<file path="src/design/led_blink_breathe_effect_engine_assert.svh">
// Assertion macros for the LED effect engine.
// Both forms use the clock clk and the synchronous active-low reset rst_n of
// the module that includes this header.
`ifndef LED_BLINK_BREATHE_EFFECT_ENGINE_ASSERT_SVH
`define LED_BLINK_BREATHE_EFFECT_ENGINE_ASSERT_SVH
`ifndef SYNTH
// Same-cycle implication.
`define LBE_ASSERT_NOW(lbl, ante, cons) \
  lbl: assert property (@(posedge clk) disable iff (!rst_n) (ante) |-> (cons)) \
    else $error("LED effect engine: same-cycle check failed");
// Next-cycle implication.
`define LBE_ASSERT_NEXT(lbl, ante, cons) \
  lbl: assert property (@(posedge clk) disable iff (!rst_n) (ante) |=> (cons)) \
    else $error("LED effect engine: next-cycle check failed");
`else
`define LBE_ASSERT_NOW(lbl, ante, cons)
`define LBE_ASSERT_NEXT(lbl, ante, cons)
`endif
`endif

</file>
<file path="src/design/lbbe_pkg.sv">
package lbbe_pkg;

  localparam int unsigned AddrW   = 5;
  localparam int unsigned DataW   = 32;
  localparam int unsigned WaitW   = 16;
  localparam int unsigned DutyW   = 8;
  localparam int unsigned PulseW  = 8;
  localparam int unsigned LevelW  = 5;
  localparam int unsigned ModeW   = 2;

  localparam logic [LevelW-1:0] RAMP_TOP = LevelW'(20);

  typedef enum logic [ModeW-1:0] {
    MODE_STEADY  = 2'd0,
    MODE_BREATHE = 2'd1,
    MODE_BLINK   = 2'd2,
    MODE_SPARE   = 2'd3
  } mode_t;

  typedef enum logic [2:0] {
    REG_EFFECT_MODE  = 3'd0,
    REG_ON_DUTY      = 3'd1,
    REG_PULSES       = 3'd2,
    REG_LIT_MS       = 3'd3,
    REG_DARK_MS      = 3'd4,
    REG_PAUSE_MS     = 3'd5,
    REG_STEP_PERIOD  = 3'd6,
    REG_NONE         = 3'd7
  } reg_idx_t;

  // Zero intervals count as one tick.
  function automatic logic [WaitW-1:0] at_least_one(input logic [WaitW-1:0] v);
    at_least_one = (v == '0) ? WaitW'(1) : v;
  endfunction

  // floor(level * 255 / 20) == floor(level * 51 / 4)
  function automatic logic [DutyW-1:0] ramp_duty(input logic [LevelW-1:0] lvl);
    logic [LevelW+5:0] prod;
    prod = {6'd0, lvl} * (LevelW + 6)'(51);
    ramp_duty = prod[DutyW+1:2];
  endfunction

endpackage

</file>
<file path="src/design/led_blink_breathe_effect_engine.sv">
// LED blink / breathe effect engine: one millisecond tick request in, one duty result out.
// A result is registered from its accepted request, into the output register or, while that is held, the skid entry.
// Throughput: one request per cycle while the skid entry is empty; a two-entry output buffer keeps input open
//   while one result waits on a stalled output.
// Reset (rst_n low, synchronous): registers to their defaults, effect state cleared,
//   ramp rising, output buffer empty.
`include "led_blink_breathe_effect_engine_assert.svh"

module led_blink_breathe_effect_engine (
  input  logic                       clk,
  input  logic                       rst_n,
  // request channel
  input  logic                       in_valid,
  output logic                       in_stall,
  input  logic                       in_restart,
  // result channel
  output logic                       out_valid,
  input  logic                       out_stall,
  output logic [lbbe_pkg::DutyW-1:0] out_pwm_duty,
  output logic                       out_group_end,
  // configuration (APB style)
  input  logic                       psel,
  input  logic                       penable,
  input  logic                       pwrite,
  input  logic [lbbe_pkg::AddrW-1:0] paddr,
  input  logic [lbbe_pkg::DataW-1:0] pwdata,
  output logic [lbbe_pkg::DataW-1:0] prdata,
  output logic                       pready
);
  import lbbe_pkg::*;

  // ---------------------------------------------------------------------------
  // Configuration registers
  // ---------------------------------------------------------------------------
  logic [ModeW-1:0]  mode_r;
  logic [DutyW-1:0]  on_duty_r;
  logic [PulseW-1:0] pulses_per_group_r;
  logic [WaitW-1:0]  lit_ms_r;
  logic [WaitW-1:0]  dark_ms_r;
  logic [WaitW-1:0]  pause_ms_r;
  logic [WaitW-1:0]  step_period_r;

  logic     cfg_wr;
  reg_idx_t cfg_idx;

  assign pready  = 1'b1;
  assign cfg_wr  = psel & penable & pwrite & pready;
  assign cfg_idx = reg_idx_t'(paddr[AddrW-1:2]);

  always_ff @(posedge clk) begin
    if (!rst_n) begin
      mode_r             <= MODE_STEADY;
      on_duty_r          <= '0;
      pulses_per_group_r <= PulseW'(1);
      lit_ms_r           <= WaitW'(100);
      dark_ms_r          <= WaitW'(100);
      pause_ms_r         <= '0;
      step_period_r      <= WaitW'(50);
    end else if (cfg_wr) begin
      case (cfg_idx)
        REG_EFFECT_MODE: mode_r             <= pwdata[ModeW-1:0];
        REG_ON_DUTY:     on_duty_r          <= pwdata[DutyW-1:0];
        REG_PULSES:      pulses_per_group_r <= pwdata[PulseW-1:0];
        REG_LIT_MS:      lit_ms_r           <= pwdata[WaitW-1:0];
        REG_DARK_MS:     dark_ms_r          <= pwdata[WaitW-1:0];
        REG_PAUSE_MS:    pause_ms_r         <= pwdata[WaitW-1:0];
        REG_STEP_PERIOD: step_period_r      <= pwdata[WaitW-1:0];
        default: ;
      endcase
    end
  end

  always_comb begin
    case (cfg_idx)
      REG_EFFECT_MODE: prdata = DataW'(mode_r);
      REG_ON_DUTY:     prdata = DataW'(on_duty_r);
      REG_PULSES:      prdata = DataW'(pulses_per_group_r);
      REG_LIT_MS:      prdata = DataW'(lit_ms_r);
      REG_DARK_MS:     prdata = DataW'(dark_ms_r);
      REG_PAUSE_MS:    prdata = DataW'(pause_ms_r);
      REG_STEP_PERIOD: prdata = DataW'(step_period_r);
      default:         prdata = '0;
    endcase
  end

  // ---------------------------------------------------------------------------
  // Effect state, updated once per accepted request
  // ---------------------------------------------------------------------------
  logic [WaitW-1:0]  wait_left_r,   wait_left_nxt;
  logic              lit_now_r,     lit_now_nxt;
  logic [PulseW-1:0] pulses_done_r, pulses_done_nxt;
  logic [LevelW-1:0] ramp_level_r,  ramp_level_nxt;
  logic              ramp_rising_r, ramp_rising_nxt;
  logic [DutyW-1:0]  held_duty_r,   held_duty_nxt;
  logic              group_end_nxt;

  logic              in_acc;
  logic              expired;
  logic [PulseW-1:0] pulses_inc;
  logic [PulseW-1:0] group_limit;
  logic [WaitW-1:0]  pause_pick;
  logic [LevelW-1:0] lvl_step;

  assign in_acc      = in_valid & ~in_stall;
  // wait_left of 0 or 1 means the pending event fires on this tick
  assign expired     = (wait_left_r <= WaitW'(1));
  assign pulses_inc  = pulses_done_r + PulseW'(1);
  assign group_limit = (pulses_per_group_r == '0) ? PulseW'(1) : pulses_per_group_r;
  assign pause_pick  = (pause_ms_r != '0) ? pause_ms_r : dark_ms_r;

  always_comb begin
    if (ramp_rising_r) begin
      lvl_step = (ramp_level_r < RAMP_TOP) ? ramp_level_r + LevelW'(1) : ramp_level_r;
    end else begin
      lvl_step = (ramp_level_r != '0) ? ramp_level_r - LevelW'(1) : ramp_level_r;
    end
  end

  always_comb begin
    wait_left_nxt   = wait_left_r;
    lit_now_nxt     = lit_now_r;
    pulses_done_nxt = pulses_done_r;
    ramp_level_nxt  = ramp_level_r;
    ramp_rising_nxt = ramp_rising_r;
    held_duty_nxt   = held_duty_r;
    group_end_nxt   = 1'b0;

    case (mode_t'(mode_r))
      MODE_BREATHE: begin
        if (in_restart) begin
          ramp_level_nxt  = '0;
          ramp_rising_nxt = 1'b1;
          held_duty_nxt   = '0;
          wait_left_nxt   = at_least_one(step_period_r);
        end else if (expired) begin
          // duty uses the level before the step; direction flips at either end
          held_duty_nxt   = ramp_duty(ramp_level_r);
          ramp_level_nxt  = lvl_step;
          ramp_rising_nxt = ((lvl_step >= RAMP_TOP) || (lvl_step == '0)) ?
                            ~ramp_rising_r : ramp_rising_r;
          wait_left_nxt   = at_least_one(step_period_r);
        end else begin
          wait_left_nxt   = wait_left_r - WaitW'(1);
        end
      end
      MODE_BLINK: begin
        if (in_restart) begin
          lit_now_nxt     = 1'b0;
          pulses_done_nxt = '0;
          held_duty_nxt   = '0;
          wait_left_nxt   = at_least_one(dark_ms_r);
        end else if (expired) begin
          if (lit_now_r) begin
            held_duty_nxt = '0;
            lit_now_nxt   = 1'b0;
            if (pulses_inc >= group_limit) begin
              pulses_done_nxt = '0;
              group_end_nxt   = 1'b1;
              wait_left_nxt   = at_least_one(pause_pick);
            end else begin
              pulses_done_nxt = pulses_inc;
              wait_left_nxt   = at_least_one(dark_ms_r);
            end
          end else begin
            held_duty_nxt = on_duty_r;
            lit_now_nxt   = 1'b1;
            wait_left_nxt = at_least_one(lit_ms_r);
          end
        end else begin
          wait_left_nxt = wait_left_r - WaitW'(1);
        end
      end
      default: begin
        // steady, and the unused fourth code behaves the same
        held_duty_nxt = on_duty_r;
      end
    endcase
  end

  always_ff @(posedge clk) begin
    if (!rst_n) begin
      wait_left_r   <= '0;
      lit_now_r     <= 1'b0;
      pulses_done_r <= '0;
      ramp_level_r  <= '0;
      ramp_rising_r <= 1'b1;
      held_duty_r   <= '0;
    end else if (in_acc) begin
      wait_left_r   <= wait_left_nxt;
      lit_now_r     <= lit_now_nxt;
      pulses_done_r <= pulses_done_nxt;
      ramp_level_r  <= ramp_level_nxt;
      ramp_rising_r <= ramp_rising_nxt;
      held_duty_r   <= held_duty_nxt;
    end
  end

  // ---------------------------------------------------------------------------
  // Result buffer: output register plus one skid entry
  // ---------------------------------------------------------------------------
  logic              out_valid_r;
  logic [DutyW-1:0]  out_duty_r;
  logic              out_end_r;
  logic              skid_valid_r;
  logic [DutyW-1:0]  skid_duty_r;
  logic              skid_end_r;
  logic              out_take;

  assign out_take      = out_valid_r & ~out_stall;
  // input closes only when both entries are full
  assign in_stall      = skid_valid_r;
  assign out_valid     = out_valid_r;
  assign out_pwm_duty  = out_duty_r;
  assign out_group_end = out_end_r;

  always_ff @(posedge clk) begin
    if (!rst_n) begin
      out_valid_r  <= 1'b0;
      skid_valid_r <= 1'b0;
    end else begin
      if (out_take) begin
        if (skid_valid_r) begin
          skid_valid_r <= 1'b0;
        end else begin
          out_valid_r <= in_acc;
        end
      end else if (!out_valid_r) begin
        out_valid_r <= in_acc;
      end else if (in_acc) begin
        skid_valid_r <= 1'b1;
      end
    end
  end

  always_ff @(posedge clk) begin
    if (out_take && skid_valid_r) begin
      out_duty_r <= skid_duty_r;
      out_end_r  <= skid_end_r;
    end else if (in_acc && (out_take || !out_valid_r)) begin
      out_duty_r <= held_duty_nxt;
      out_end_r  <= group_end_nxt;
    end
    if (in_acc && out_valid_r && !out_take) begin
      skid_duty_r <= held_duty_nxt;
      skid_end_r  <= group_end_nxt;
    end
  end

  // ---------------------------------------------------------------------------
  // Checks
  // ---------------------------------------------------------------------------
  `LBE_ASSERT_NOW(a_skid_behind_out, skid_valid_r, out_valid_r)
  `LBE_ASSERT_NOW(a_ramp_in_range, 1'b1, ramp_level_r <= RAMP_TOP)
  `LBE_ASSERT_NEXT(a_stalled_goes_to_skid, out_valid_r && out_stall && in_acc, skid_valid_r)

endmodule

</file>
<file path="config.mk">
export PLATFORM = sky130hd
export DESIGN_NAME = led_blink_breathe_effect_engine
export DESIGN_NICKNAME = d
export VERILOG_FILES = /design/src/design/lbbe_pkg.sv /design/src/design/led_blink_breathe_effect_engine.sv
export VERILOG_INCLUDE_DIRS = /design/src /design/src/design
export SDC_FILE = /design/constraint.sdc
export NUM_CORES = 1
export LEC_CHECK = 0
export ABC_AREA = 1
export BUFFER_PORTS_ARGS = -buffer_cell sky130_fd_sc_hd__buf_2
export CAP_MARGIN = 40
export CORE_ASPECT_RATIO = 0.5
export CORE_MARGIN = 3
export CORE_UTILIZATION = 30
export CTS_CLUSTER_SIZE = 8
export DETAILED_ROUTE_END_ITERATION = 10
export PLACE_DENSITY = 0.58
export SLEW_MARGIN = 15
export SYNTH_ARGS = -nofsm -noshare
export SYNTH_HDL_FRONTEND = slang
export SYNTH_SLANG_ARGS = --single-unit
</file>
<file path="constraint.sdc">
create_clock -name clk -period 6.4 [get_ports clk]
set_clock_uncertainty 0.1 [all_clocks]
set_input_delay 0.96 -clock clk [delete_from_list [all_inputs] [get_ports clk]]
set_output_delay 0.96 -clock clk [all_outputs]
set_load 0.01 [all_outputs]
</file>
* After elaboration in Yosys (flattened, before gate mapping)
Index checks and enable logic that the tools add are counted.
** Word-level totals
- Register bits after elaboration :: 141
- Input port bits :: 45
- Output and inout port bits :: 44
- Word-level logic and storage cells :: 128
** Operators by class
- Add/subtract/negate cells :: 4
- $mul :: 1
- $lt $le $gt $ge :: 4
- Eq/ne operators :: 9
- Muxes and demuxes :: 47
- Bitwise logic cells :: 8
- Reductions and logical operators :: 36
** Operators by type and width (count)
- $mux W16 :: 11
- $pmux W16 S7 :: 1
- $mux W8 :: 12
- $logic_not A16 Y1 :: 4
- $pmux W16 S2 :: 1
- $mux W5 :: 5
- $reduce_and A2 Y1 :: 9
- $le A16 B1 Y1 const B :: 1
- $mux W1 :: 16
- $pmux W8 S2 :: 1
- $reduce_bool A16 Y1 :: 1
- $sub A16 B1 Y16 const B :: 1
- $mul A5 B6 Y10 const B :: 1
- $reduce_bool A2 Y1 :: 5
- $eq A3 B3 Y1 const B :: 3
- $add A8 B1 Y8 const B :: 1
- $ge A8 B8 Y1 :: 1
- $logic_not A8 Y1 :: 1
- $reduce_and A4 Y1 :: 2
- $eq A3 B2 Y1 const B :: 2
- $reduce_and A3 Y1 :: 2
- $add A5 B1 Y5 const B :: 1
- $ge A5 B5 Y1 const B :: 1
- $logic_not A5 Y1 :: 1
- 14 further kinds :: 25

* Logic depth before layout (Yosys ltp)
- Depth after elaboration :: 10
- Gate-level depth with buffers :: 21
- Depth with buffers taken out :: 21

* Least setup slack after synthesis
OpenSTA, ideal clock, no wires.
- Path kind :: register to register
- From :: register ramp_level_r[3]
- To :: register out_duty_r[6], in the netlist out_pwm_duty[6], data pin
- Data arrival time :: 2.842 ns
- Setup slack :: 3.188 ns
- Stages on the path, launching flop included :: 21
- Period minus slack after synthesis :: 3.212 ns
- Cells stage by stage :: dfxtp_1 -> inv_1 -> ha_1 -> inv_1 -> ha_1 -> inv_1 -> fa_1 -> inv_1 -> ha_1 -> inv_1 -> o21bai_1 -> a31oi_1 -> inv_1 -> nand2_1 -> nand2_1 -> a21oi_1 -> nor2_1 -> o21ai_0 -> nand3_1 -> nand2_1 -> o21ai_0
** On the way
- Longest elaborated chain between the ends :: 6
** RTL lines
- start: declaration :: RTL line led_blink_breathe_effect_engine.sv:92 : logic [LevelW-1:0] ramp_level_r, ramp_level_nxt;
- start signal: assignment :: RTL line led_blink_breathe_effect_engine.sv:192 : ramp_level_r <= ramp_level_nxt;
- $mul A5 B6 Y10 :: RTL line lbbe_pkg.sv:39 : prod = {6'd0, lvl} * (LevelW + 6)'(51);
- $mux W8 :: RTL line led_blink_breathe_effect_engine.sv:135 : end else if (expired) begin
- $mux W8 :: RTL line led_blink_breathe_effect_engine.sv:130 : if (in_restart) begin
- $pmux W8 S2 :: RTL line led_blink_breathe_effect_engine.sv:128 : case (mode_t'(mode_r))
- $mux W8 :: RTL line led_blink_breathe_effect_engine.sv:239 : end else if (in_acc && (out_take || !out_valid_r)) begin
- $mux W8 :: RTL line led_blink_breathe_effect_engine.sv:236 : if (out_take && skid_valid_r) begin
- end signal: assignment :: RTL line led_blink_breathe_effect_engine.sv:237 : out_duty_r <= skid_duty_r;
- end signal: assignment :: RTL line led_blink_breathe_effect_engine.sv:240 : out_duty_r <= held_duty_nxt;
- end: declaration :: RTL line led_blink_breathe_effect_engine.sv:202 : logic [DutyW-1:0] out_duty_r;
Every way passes these cells. The select of a mux whose other input is x is not followed.
A chain may end at the register's enable or synchronous reset.

* Worst setup path in the final report
- From :: input paddr[4] (netlist bit)
- To :: output prdata[1] (netlist bit)
** On the way
- Longest elaborated chain between the ends :: 2
- Elaborated cells on any way between the ends :: 8
- Those cells by class :: eq/ne: 6; mux: 1; reduce/logical: 1
** RTL lines
- start: declaration :: RTL line led_blink_breathe_effect_engine.sv:25 : input logic [lbbe_pkg::AddrW-1:0] paddr,
- $eq A3 B3 Y1 (tied with other cells) :: RTL line led_blink_breathe_effect_engine.sv:74 : case (cfg_idx)
- $pmux W16 S7 * :: RTL line led_blink_breathe_effect_engine.sv:74
- end: declaration :: RTL line led_blink_breathe_effect_engine.sv:27 : output logic [lbbe_pkg::DataW-1:0] prdata,
Mark *: on every way between the ends. The rest lies on a longest branch, timed or not.

==> reports/results.tsv <==
metric	value	unit
Yosys Warn Count	0	
transition time at the pin with the least slew margin	899	ps
weighted congestion at the end of routability-driven global placement	0.927	
Leak Pwr	4.02	nW
Total Nets Final	1277	
library cell occupying the most area in the post-synthesis netlist	dfxtp_1	
post-synthesis sequential element count	141	
count of final setup violators	0	
EDFF count, synth	18	
critical path launch point type	primary input	
prevailing post-synth register cell	dfxtp_1	
max-slew violation count	0	
DRT Pass-1 Iters	8	
area of the mapped netlist	8400	um^2
Worst Path Class, Setup	primary input to output port	
CTS tree	built	
endpoint kind of the worst setup timing path	output port	
share of synthesized area occupied by flip-flops and latches	0.357	
overall die height	124	um
number of hold-repair buffers added at the cts stage	0	
VDD IR max	0.000190	V
Slew Limit Headroom	0.401	
H-Tree Depth	4	
Sink Count	141	
total vias in the final route	8248	
half-perimeter wire length after placement	19300	um
Core Footprint	27000	um^2
arrival time of data at the critical path endpoint	2790	ps
Total Neg Setup Slack	0	ps
Clock Latency Late Sink	430	ps
register clock-pin slew on the reported worst setup and hold paths	60	ps
Routed WL per cell	16.8	um
Detailed Route WL	26600	um
first-pass GRT wire length	42300	um
Post-CTS Resized	0	
Placed Cells incl. Taps	1550	
sum of internal, switching and leakage power	0.00223	W
dominant cells by area after synthesis	dfxtp_1 29%, o21ai_0 9.6%, a21oi_1 8.3%	
max-capacitance violation count	0	
fraction of registers with async set/reset	0	
Max Root-Sink Buffers	2	
post-synth top area share	0.293	
gate count after technology mapping	1164	
DIE AREA	30200	um^2
share of final-layout standard cells stronger than drive strength 1	0.108	
average cell area after synthesis	7.22	um^2
drc violations	0	
unique cell type count in the Yosys netlist	57	
worst-case register-to-register setup slack	2800	ps
min cycle time layout	3850	ps
result of the run	finished, final reports clean	
Tot GR Track Use	0.173	
highest clock frequency the design can meet	260	MHz
Setup Slack @ Placement	2570	ps
via count of the first global-routing pass	7934	
Hold/Removal Path Class	flop to flop	
CTS Buf Count	17	
areal power density over the cells	232	nW/um^2
Data required, critical path	5340	ps
number of ports placed on the die boundary	89	
number of vias per cell after detailed routing	5.21	
initial antenna violation count	0	
Site Rows	42	
GRT Residual Overflow	0	
initial drt markers	769	
number of standard cells in the layout, taps in and fillers out	1584	
initial core utilization	0.311	
pin count of the biggest net entering global routing	97	
chip width	243	um
post-detailed-route count of antenna-violating nets	0	
postcts setup bufs	0	
smallest setup slack after layout	2550	ps
final hold violations	0	
largest fanout of any net on the critical path	11	
RSZ-0062 raised after global routing	no	
clock root cell	clkbuf_16	
crit share post-route	0.601	
Area growth, synth to finish	14.2	%
port bufs	53	
[layer usage]
layer  part of all wire  global-route usage  up-vias
met3              0.064              0.0370       38
met5                  0                   0        -
met4              0.020              0.0575        0
met2               0.46               0.284      268
met1               0.46               0.227     3905
li1                   -                   -     4037
[placed cells by master, fill, tap and decap left out, drive strengths merged, types with 13 or more instances in the layout]
| cell | instances |
|---|---|
| o221ai | 17 |
| o22ai | 25 |
| conb | 17 |
| inv | 169 |
| ha | 35 |
| o211ai | 13 |
| nor2 | 109 |
| o21ai | 180 |
| buf | 62 |
| clkbuf | 23 |
| dfxtp | 123 |
| a21oi | 140 |
| nand2 | 139 |
| edfxtp | 18 |
| nor4 | 13 |
| nand3 | 37 |
[flip-flops by register name (all words and copies together) (netlist names), 16 cells and up]
| register | flops |
|---|---|
| dark_ms_r | 16 |
| wait_left_r | 16 |
| lit_ms_r | 16 |
| step_period_r | 16 |
| pause_ms_r | 16 |
[cells in the mapped netlist, types with 3 or more instances]
cell,number
o21ai_0,162
or2_2,3
nor2_4,5
nor2_2,8
o21ai_1,18
a221oi_1,8
o22ai_1,19
nor3_1,8
a21oi_1,139
clkbuf_1,37
edfxtp_1,18
buf_4,17
nand3_1,37
o221ai_1,17
a31oi_1,5
nor4_1,13
ha_1,35
xnor2_1,5
o22ai_2,6
nand4_1,9
inv_2,5
xor2_1,11
nand2_1,135
buf_2,6
a221o_1,8
inv_1,163
nor2_1,96
dfxtp_1,123
o211ai_1,13
[final timing paths]
check / from / to / depth (start not counted)
worst max-delay path: paddr[4] / prdata[1] / 8
worst min-delay path: pause_ms_r[6] / pause_ms_r[6] / 2
worst max register to register: ramp_level_r[3] / out_pwm_duty[6] / 20
worst min register to register: pause_ms_r[6] / pause_ms_r[6] / 2
[layout make-up]
class | count | area (um^2)
antenna | 1 | 2.50
clock buffer | 23 | 510
clock inverter | 9 | 131
fill | 2879 | 17400
inverter | 170 | 641
multi-input combinational | 804 | 4490
sequential | 141 | 3000
tap | 374 | 468
timing repair buffer | 62 | 355
[critical path, cell delays in order]
cell and delay [ps]:
buf_2 120, inv_1 100, nor3_2 500, inv_1 410, o22ai_1 260, a21oi_1 110, o2111ai_1 130, buf_2 180
[kinds of logic (layout without fill, tap and decap cells)]
group / after synthesis / count (layout) / share of synthesized area
DFF: 141 / 141 / 0.357
xor gates and xnor gates: 16 / 16 / 0.0167
muxes: 1 / 1 / 0.00119
other: 2 / 18 / 0.000894
AOI/OAI and AO/OA: 409 / 409 / 0.279
buffers and inverters: 234 / 264 / 0.115
adders and majority gates: 36 / 36 / 0.0545
and+or+nand+nor: 325 / 325 / 0.176
[metrics by stage]
step	util	hold slack, ps	instance area [um^2]
5_1_grt	0.355	434	9600
6_report	0.355	400	9600
2_1_floorplan	-	351	8460
3_3_place_gp	0.330	382	8910
4_1_cts	0.355	398	9580
3_5_place_dp	0.331	388	8940
[where the power goes]
part / internal, W / switching [W] / leakage, nW
Sequential: 0.000914 / 0.0000113 / 1.17
Combinational: 0.0000650 / 0.000164 / 2.55
Clock: 0.000680 / 0.000395 / 0.306
Total: 0.00166 / 0.000571 / 4.02
(Power assumes the default switching activity.)
